==> config.mk <==
export PLATFORM = sky130hd
export DESIGN_NAME = unsigned_to_radix_digits_flat
export DESIGN_NICKNAME = d
export VERILOG_FILES = /design/src/sv/urd_pkg.sv /design/src/sv/urd_if.sv /design/src/sv/urd_div.sv /design/src/sv/urd_stack.sv /design/src/sv/unsigned_to_radix_digits.sv /design/src/flat_wrapper.sv
export SDC_FILE = /design/constraint.sdc
export NUM_CORES = 1
export LEC_CHECK = 0
export BUFFER_PORTS_ARGS = -buffer_cell sky130_fd_sc_hd__buf_2
export CAP_MARGIN = 20
export CORE_MARGIN = 10
export CORE_UTILIZATION = 61
export CTS_CLUSTER_DIAMETER = 200
export DETAILED_ROUTE_END_ITERATION = 10
export GPL_ROUTABILITY_DRIVEN = 0
export PLACE_DENSITY_LB_ADDON = 0.12
export SLEW_MARGIN = 5
export SYNTH_ARGS = -nofsm -noshare
export SYNTH_HDL_FRONTEND = slang
export SYNTH_SLANG_ARGS = --single-unit
==> constraint.sdc <==
create_clock -name clk -period 4 [get_ports clk]
set_clock_uncertainty 0.2 [all_clocks]
set_input_delay 0.6 -clock clk [delete_from_list [all_inputs] [get_ports clk]]
set_output_delay 0.6 -clock clk [all_outputs]
set_load 0.02 [all_outputs]
==> src/sv/urd_pkg.sv <==
package urd_pkg;

    // Width of the value field at the port, and the width the conversion works on.
    localparam int IN_VALUE_W  = 32;
    localparam int VALUE_WIDTH = 32;
    localparam int MAX_DIGITS  = 32;

    localparam int RADIX_W = 5;
    localparam int DIGIT_W = 4;
    localparam int CHAR_W  = 7;
    localparam int CNT_W   = $clog2(MAX_DIGITS + 1);
    localparam int IDX_W   = $clog2(MAX_DIGITS);
    localparam int STEP_W  = $clog2(VALUE_WIDTH);

    localparam logic [CHAR_W-1:0]  CHAR_ZERO = 7'd48;
    localparam logic [CHAR_W-1:0]  CHAR_A    = 7'd65;
    localparam logic [CHAR_W-1:0]  CHAR_F    = 7'd70;
    localparam logic [CHAR_W-1:0]  CHAR_NINE = 7'd57;
    localparam logic [RADIX_W-1:0] RADIX_MIN = 5'd2;
    localparam logic [RADIX_W-1:0] RADIX_MAX = 5'd16;
    localparam logic [DIGIT_W-1:0] DIGIT_TEN = 4'd10;

    typedef struct packed {
        logic done;
        logic quot_zero;
    } div_status_t;

    function automatic logic [RADIX_W-1:0] sat_radix(input logic [RADIX_W-1:0] r);
        logic [RADIX_W-1:0] res;
        res = r;
        if (r < RADIX_MIN)
        begin
            res = RADIX_MIN;
        end
        else if (r > RADIX_MAX)
        begin
            res = RADIX_MAX;
        end
        return res;
    endfunction

    function automatic logic [CHAR_W-1:0] digit_to_ascii(input logic [DIGIT_W-1:0] d);
        logic [CHAR_W-1:0] res;
        if (d < DIGIT_TEN)
        begin
            res = CHAR_ZERO + CHAR_W'(d);
        end
        else
        begin
            res = CHAR_A + CHAR_W'(d - DIGIT_TEN);
        end
        return res;
    endfunction

endpackage

==> src/sv/urd_if.sv <==
interface urd_in_if;
    import urd_pkg::*;

    logic                      valid;
    logic                      ready;
    logic [IN_VALUE_W-1:0]     value;
    logic [RADIX_W-1:0]        radix;

    modport source (output valid, output value, output radix, input ready);
    modport sink   (input valid, input value, input radix, output ready);
endinterface

interface urd_out_if;
    import urd_pkg::*;

    logic                  valid;
    logic                  ready;
    logic [CHAR_W-1:0]     digit_char;
    logic                  last;

    modport source (output valid, output digit_char, output last, input ready);
    modport sink   (input valid, input digit_char, input last, output ready);
endinterface

==> src/sv/urd_div.sv <==
module urd_div
    import urd_pkg::*;
(
    input  logic                     clk,
    input  logic                     rst_n,
    input  logic                     start,
    input  logic [VALUE_WIDTH-1:0]   dividend,
    input  logic [RADIX_W-1:0]       divisor,
    output logic [VALUE_WIDTH-1:0]   quotient,
    output logic [DIGIT_W-1:0]       remainder,
    output div_status_t              status
);

    logic [VALUE_WIDTH-1:0] quot_reg, quot_next;
    logic [DIGIT_W-1:0]     rem_reg, rem_next;
    logic [RADIX_W-1:0]     divisor_reg, divisor_next;
    logic [STEP_W-1:0]      step_reg, step_next;
    logic                   busy_reg, busy_next;
    logic                   done_reg, done_next;

    logic [RADIX_W-1:0]     trial;
    logic [RADIX_W-1:0]     diff;
    logic                   fits;

    // Restoring division, one quotient bit per cycle. The dividend shifts out of
    // the top of quot_reg while the quotient bits shift in at the bottom.
    assign trial = {rem_reg, quot_reg[VALUE_WIDTH-1]};
    assign fits  = (trial >= divisor_reg);
    assign diff  = trial - divisor_reg;

    always_comb
    begin
        quot_next    = quot_reg;
        rem_next     = rem_reg;
        divisor_next = divisor_reg;
        step_next    = step_reg;
        busy_next    = busy_reg;
        done_next    = 1'b0;
        if (start)
        begin
            quot_next    = dividend;
            rem_next     = '0;
            divisor_next = divisor;
            step_next    = STEP_W'(VALUE_WIDTH - 1);
            busy_next    = 1'b1;
        end
        else if (busy_reg)
        begin
            quot_next = {quot_reg[VALUE_WIDTH-2:0], fits};
            rem_next  = fits ? diff[DIGIT_W-1:0] : trial[DIGIT_W-1:0];
            step_next = step_reg - STEP_W'(1);
            if (step_reg == '0)
            begin
                busy_next = 1'b0;
                done_next = 1'b1;
            end
        end
    end

    always_ff @(posedge clk or negedge rst_n)
    begin
        if (!rst_n)
        begin
            busy_reg <= 1'b0;
            done_reg <= 1'b0;
        end
        else
        begin
            busy_reg <= busy_next;
            done_reg <= done_next;
        end
    end

    always_ff @(posedge clk)
    begin
        quot_reg    <= quot_next;
        rem_reg     <= rem_next;
        divisor_reg <= divisor_next;
        step_reg    <= step_next;
    end

    assign quotient         = quot_reg;
    assign remainder        = rem_reg;
    assign status.done      = done_reg;
    assign status.quot_zero = (quot_reg == '0);

endmodule

==> src/sv/urd_stack.sv <==
module urd_stack
#(
    parameter int WIDTH = 4,
    parameter int DEPTH = 32
)
(
    input  logic                     clk,
    input  logic                     wr_en,
    input  logic [$clog2(DEPTH)-1:0] wr_idx,
    input  logic [WIDTH-1:0]         wr_data,
    input  logic [$clog2(DEPTH)-1:0] rd_idx,
    output logic [WIDTH-1:0]         rd_data
);

    logic [WIDTH-1:0] mem_reg [DEPTH];
    logic [WIDTH-1:0] rd_data_reg;

    // The read port returns the entry addressed at the previous clock edge.
    always_ff @(posedge clk)
    begin
        if (wr_en)
        begin
            mem_reg[wr_idx] <= wr_data;
        end
        rd_data_reg <= mem_reg[rd_idx];
    end

    assign rd_data = rd_data_reg;

endmodule

==> src/sv/unsigned_to_radix_digits.sv <==
// Channel  | Modport          | Word
// din      | urd_in_if.sink   | value (32, unsigned), radix (5, unsigned)
// dout     | urd_out_if.source| digit_char (7, ASCII), last (1)
//
// Every digit passes through the shared bit-serial divider. After the last division
// the digit buffer read is given time to settle, then one digit leaves per cycle while
// dout is ready; din.ready stays low while an item of 1 to 32 digits is converted.
// din is ready only while no item is in progress; the last digit of one item may
// still wait in the output register when the next word is accepted.
// Reset clears the sequencer, the divider control and the output valid flag.
// A stall on dout holds the digit in the output register and pauses readout.
module unsigned_to_radix_digits
    import urd_pkg::*;
(
    input  logic             clk,
    input  logic             rst_n,
    urd_in_if.sink           din,
    urd_out_if.source        dout
);

    localparam logic [1:0] S_IDLE = 2'd0;
    localparam logic [1:0] S_DIV  = 2'd1;
    localparam logic [1:0] S_EMIT = 2'd2;

    logic [1:0]          state_reg, state_next;
    logic [CNT_W-1:0]    cnt_reg, cnt_next;
    logic                out_valid_reg, out_valid_next;
    logic [CHAR_W-1:0]   digit_reg, digit_next;
    logic                last_reg, last_next;
    logic [RADIX_W-1:0]  radix_reg, radix_next;
    logic                fetch_reg, fetch_next;

    logic                    accept;
    logic                    div_start;
    logic [VALUE_WIDTH-1:0]  div_dividend;
    logic [RADIX_W-1:0]      div_divisor;
    logic [VALUE_WIDTH-1:0]  div_quot;
    logic [DIGIT_W-1:0]      div_rem;
    div_status_t             div_status;

    logic                    push;
    logic                    more_digits;
    logic                    load_out;
    logic [CNT_W-1:0]        cnt_m1;
    logic [CNT_W-1:0]        rd_addr;
    logic [DIGIT_W-1:0]      rd_digit;

    assign din.ready = (state_reg == S_IDLE);
    assign accept    = din.valid && din.ready;

    assign push        = (state_reg == S_DIV) && div_status.done;
    assign more_digits = !div_status.quot_zero && (cnt_reg != CNT_W'(MAX_DIGITS - 1));
    assign div_start   = accept || (push && more_digits);
    assign div_dividend = (state_reg == S_IDLE) ? VALUE_WIDTH'(din.value) : div_quot;
    assign div_divisor  = (state_reg == S_IDLE) ? sat_radix(din.radix) : radix_reg;

    assign cnt_m1   = cnt_reg - CNT_W'(1);
    // The buffer data is only trusted once fetch_reg is set, since the final digit is
    // written on the same edge that enters readout, where the registered read is stale.
    assign fetch_next = (state_reg == S_EMIT);
    assign load_out   = (state_reg == S_EMIT) && fetch_reg && (!out_valid_reg || dout.ready);
    // Address the digit that the next count will present.
    assign rd_addr    = cnt_next - CNT_W'(1);

    urd_div u_div (
        .clk       (clk),
        .rst_n     (rst_n),
        .start     (div_start),
        .dividend  (div_dividend),
        .divisor   (div_divisor),
        .quotient  (div_quot),
        .remainder (div_rem),
        .status    (div_status)
    );

    urd_stack #(
        .WIDTH (DIGIT_W),
        .DEPTH (MAX_DIGITS)
    ) u_stack (
        .clk     (clk),
        .wr_en   (push),
        .wr_idx  (cnt_reg[IDX_W-1:0]),
        .wr_data (div_rem),
        .rd_idx  (rd_addr[IDX_W-1:0]),
        .rd_data (rd_digit)
    );

    always_comb
    begin
        state_next     = state_reg;
        cnt_next       = cnt_reg;
        out_valid_next = out_valid_reg && !dout.ready;
        digit_next     = digit_reg;
        last_next      = last_reg;
        radix_next     = radix_reg;
        case (state_reg)
            S_IDLE:
            begin
                if (accept)
                begin
                    cnt_next   = '0;
                    radix_next = sat_radix(din.radix);
                    state_next = S_DIV;
                end
            end
            S_DIV:
            begin
                if (push)
                begin
                    cnt_next = cnt_reg + CNT_W'(1);
                    if (!more_digits)
                    begin
                        state_next = S_EMIT;
                    end
                end
            end
            S_EMIT:
            begin
                if (load_out)
                begin
                    out_valid_next = 1'b1;
                    digit_next     = digit_to_ascii(rd_digit);
                    last_next      = (cnt_reg == CNT_W'(1));
                    cnt_next       = cnt_m1;
                    if (cnt_reg == CNT_W'(1))
                    begin
                        state_next = S_IDLE;
                    end
                end
            end
            default:
            begin
                state_next = S_IDLE;
            end
        endcase
    end

    always_ff @(posedge clk or negedge rst_n)
    begin
        if (!rst_n)
        begin
            state_reg     <= S_IDLE;
            cnt_reg       <= '0;
            out_valid_reg <= 1'b0;
            fetch_reg     <= 1'b0;
        end
        else
        begin
            state_reg     <= state_next;
            cnt_reg       <= cnt_next;
            out_valid_reg <= out_valid_next;
            fetch_reg     <= fetch_next;
        end
    end

    always_ff @(posedge clk)
    begin
        digit_reg <= digit_next;
        last_reg  <= last_next;
        radix_reg <= radix_next;
    end

    assign dout.valid      = out_valid_reg;
    assign dout.digit_char = digit_reg;
    assign dout.last       = last_reg;

    a_done_in_div: assert property (@(posedge clk) disable iff (!rst_n)
        div_status.done |-> (state_reg == S_DIV))
        else $error("divider finished outside the division phase");

    a_cnt_bound: assert property (@(posedge clk) disable iff (!rst_n)
        cnt_reg <= CNT_W'(MAX_DIGITS))
        else $error("digit count exceeds the buffer depth");

    a_out_hold: assert property (@(posedge clk) disable iff (!rst_n)
        (out_valid_reg && !dout.ready) |=>
            (out_valid_reg && $stable(digit_reg) && $stable(last_reg)))
        else $error("output word changed while stalled");

    a_char_range: assert property (@(posedge clk) disable iff (!rst_n)
        out_valid_reg |-> ((digit_reg >= CHAR_ZERO && digit_reg <= CHAR_NINE) ||
                           (digit_reg >= CHAR_A && digit_reg <= CHAR_F)))
        else $error("digit character outside 0-9 and A-F");

endmodule

==> src/flat_wrapper.sv <==
// flat-port wrapper written by rule: the top's interface ports become plain ports
module unsigned_to_radix_digits_flat import urd_pkg::*;
  (clk, rst_n, din_valid, din_value, din_radix, din_ready, dout_valid, dout_digit_char, dout_last, dout_ready);
  urd_in_if din_i ();
  urd_out_if dout_i ();
  input  logic clk;
  input  logic rst_n;
  input wire logic [$bits(din_i.valid)-1:0] din_valid;
  input wire logic [$bits(din_i.value)-1:0] din_value;
  input wire logic [$bits(din_i.radix)-1:0] din_radix;
  output wire logic [$bits(din_i.ready)-1:0] din_ready;
  output wire logic [$bits(dout_i.valid)-1:0] dout_valid;
  output wire logic [$bits(dout_i.digit_char)-1:0] dout_digit_char;
  output wire logic [$bits(dout_i.last)-1:0] dout_last;
  input wire logic [$bits(dout_i.ready)-1:0] dout_ready;
  assign din_i.valid = din_valid;
  assign din_i.value = din_value;
  assign din_i.radix = din_radix;
  assign din_ready = din_i.ready;
  assign dout_valid = dout_i.valid;
  assign dout_digit_char = dout_i.digit_char;
  assign dout_last = dout_i.last;
  assign dout_i.ready = dout_ready;
  unsigned_to_radix_digits u_core (.clk(clk), .rst_n(rst_n), .din(din_i), .dout(dout_i));
endmodule
==> flow_summary.ini <==
[routing]
routedWlPerCell_um = 20.1
wl_mm = 17.7
num_vias = 5121
dr.pass1.iters = 5
drc_errors = 0
vias_per_cell = 5.83
ant_nets = 0
drt_iter0_drc = 323

[setup_path]
required_ps = 4160
r2r_end = u_core.u_stack.rd_data[3]
critPathMaxFanout = 32
cp-start-kind = flip-flop
end_kind = flip-flop
cp.arrival_ps = 3890
crit_type = flip-flop to flip-flop
r2r_start = u_core.state_reg[1]
regToRegSetupSlack_ps = 270
r2r.worst_path.cells = 12

[layout]
syn2layout_area_growth_pct = 13.0
regArea_mm2 = 0.00591
largest_reg_flops = 128
nets = 742
num_antenna_cells = 0
drive_above_1_share_pct = 20.8
layout.cells.non_filler = 878
nFillCells = 947
multi_input_area_mm2 = 0.00271

[sta]
finalCritPeriodShare_pct = 93.2
max_clock_freq_ghz = 0.268
slew_headroom_pct = 42.3
finalHoldViolations = 0
rsz0062_at_grt = no
slew_viol_final = 0
whs_ps = 170
period_needed_ps = 3730
tns_ps = 0
setup_viol = 0
worst_pin_slew_ps = 859

[floorplanning]
initial_core_util_pct = 62.9
die_x_um = 140
num_rows = 43
io_pins = 51
core-area_mm2 = 0.0140
die_h_um = 140
die-area_mm2 = 0.0197

[power_and_ir_drop]
sw_frac_of_total_pct = 32.5
seqPwrFrac_pct = 41.1
power.leakage_nw = 3.76
p_sw_mw = 2.47
comb_power_share_pct = 35.7
clockPowerShare_pct = 23.2
p_int_mw = 5.14
total_power_mw = 7.60
p_per_area_mw_per_mm2 = 762
max-vdd-ir-drop_mv = 0.549

[place]
port-buffer-count = 50
dp.cells = 840
dp_hpwl_mm = 11.9

[synthesis]
synth_compound_area_share_pct = 3.20
synth_nets = 680
yosys.area_share.adder_pct = 2.49
synth_area_mm2 = 0.00883
synth_top_family_by_area = multiplexers
synth-seq-cells = 203
yosys.area_share.simple_pct = 11.3
synthCells = 622
synth_mux_area_share_pct = 12.0
synth_area_per_cell_um2 = 14.2
yosys_warnings = 0
synth_enable_flop_cells = 178
synth_ff_type = edfxtp_1
synth.distinct_cells = 53
postSynth.asyncResetShare_pct = 5.91
ys_seq_area_share_pct = 66.9
synth_xor_area_share_pct = 1.57

[clock_tree]
cts_resized = 0
cts_tree = yes
clock_latency_ps = 480
clk_path_buf_depth = 3
numClockSinks = 203
root_buffer = clkbuf_16
cts_buffers = 21
clk_pin_slew_ps = 60
post_cts_buffers = 0
cts-htree-levels = 1

[global_routing]
grtUsageTotal_pct = 17.9
grt_pass1_wl_mm = 28.6
grt_pass1_vias = 5391
grt_max_degree = 39
overflow = 0
antenna_found_initial = 0

[worst_hold_path]
whs_path_depth = 1
hold_class = primary input to flip-flop
whs_endpoint = u_core.radix_reg[4]
min_from = din_radix[4]

[job]
cap_violations = 0

[status]
status = finished, final reports clean
[placed cells by master, fill, tap and decap left out, drive strengths merged, types with 2 or more instances in the layout]
master    n
edfxtp  178
nand2   126
buf      65
nor2     52
mux4     32
clkbuf   31
inv      25
mux2i    24
ha       16
dfxtp    13
dfrtp    12
o21ai    11
nand3    10
nor4     10
mux2      9
xor2      8
xnor2     7
a21o      6
a21oi     5
nor2b     5
clkinv    5
nor3      4
nand3b    4
nand4     3
a211oi    3
and3      3
nor3b     3
nand2b    2
a311oi    2
a32oi     2
or3b      2
[cells in the mapped netlist, drive strengths merged, types with 3 or more instances]
cell type / number / area, µm²
edfxtp: 178 / 5350
nand2: 126 / 473
nor2: 52 / 195
mux4: 32 / 721
inv: 25 / 93.8
mux2i: 24 / 240
clkbuf: 19 / 71.3
ha: 16 / 200
dfxtp: 13 / 260
dfrtp: 12 / 300
o21ai: 11 / 55.1
nand3: 10 / 50.1
nor4: 10 / 62.6
mux2: 9 / 101
buf: 8 / 58.8
xor2: 8 / 77.6
xnor2: 7 / 61.3
a21o: 6 / 45.0
a21oi: 5 / 25.0
nor2b: 5 / 33.8
nand3b: 4 / 30.0
nor3: 4 / 20.0
a211oi: 3 / 22.5
and3: 3 / 18.8
nand4: 3 / 18.8
nor3b: 3 / 22.5
[how the worst max path moves through the flow]
| stage | startpoint | end | slack [ps] | cells past startpoint |
|---|---|---|---|---|
| after floorplan | dout_ready | u_core.u_stack.rd_data[0] | 410 | 11 |
| after global placement | dout_ready | u_core.u_stack.rd_data[3] | 490 | 11 |
| after detailed placement | u_core.state_reg[1] | u_core.u_stack.rd_data[3] | 340 | 12 |
| after CTS | u_core.state_reg[1] | u_core.u_stack.rd_data[3] | 300 | 12 |
| after global routing | u_core.state_reg[1] | u_core.u_stack.rd_data[2] | 110 | 12 |
| final | u_core.state_reg[1] | u_core.u_stack.rd_data[3] | 270 | 12 |
[kinds of logic (layout without fill, tap and decap cells)]
logic type      Yosys count  in the layout
simple gates            229            229
buf+inv                  52            128
mux                      65             65
compound gates           41             41
flops                   203            203
xor+xnor                 15             15
fa+ha+maj                17             17
[power by group through the flow]
| stage | clock network [mW] | logic, mW | registers, mW |
|---|---|---|---|
| 2_1_floorplan | 0 | 1.91 | 3.19 |
| 3_3_place_gp | 0 | 2.59 | 3.15 |
| 3_5_place_dp | 0 | 2.74 | 3.16 |
| 4_1_cts | 1.79 | 2.76 | 3.13 |
| 5_1_grt | 1.87 | 3.00 | 3.17 |
| 6_report | 1.76 | 2.72 | 3.13 |
[worst max-delay path, cell delays in order, from the launching register on]
cell     delay [ps]
dfrtp_1         590
or2_2           240
inv_2            70
nand2_1         100
inv_1           160
o31a_1          330
a21o_1          220
ha_1            330
buf_12          220
mux4_2          350
mux2i_1         280
mux2i_1         190
mux2_2          300
[layout make-up]
cell class	count	area share [%]
timing repair buffer	66	4.19
clock buffer	31	5.85
inverter	25	0.941
clock inverter	6	0.364
multi-input combinational	367	27.2
tap	180	2.26
sequential	203	59.2
[routing by layer]
layer  track usage (%)  up-vias  wire (µm)
met3              3.68       29        883
met5                 0        -          0
met1              22.5     2534       7320
met4              3.80        0        300
met2              31.3      145       9180
li1                  -     2413          -
[through the flow]
step	utilization (%)	cell area (µm²)	setup slack, ps
after floorplan	-	8830	410
after global placement	66.4	9320	486
after detailed placement	66.6	9350	340
after CTS	71.0	9970	297
after global routing	71.0	9970	109
final	71.0	9970	271
[timing repair]
| action | in CTS | in global routing |
|---|---|---|
| endpoints found under the hold margin | 12 | 0 |
| endpoints found under the setup margin | 0 | 0 |
| hold buffers | 1 | 0 |
No activity file was read; power rests on OpenSTA's default activity.
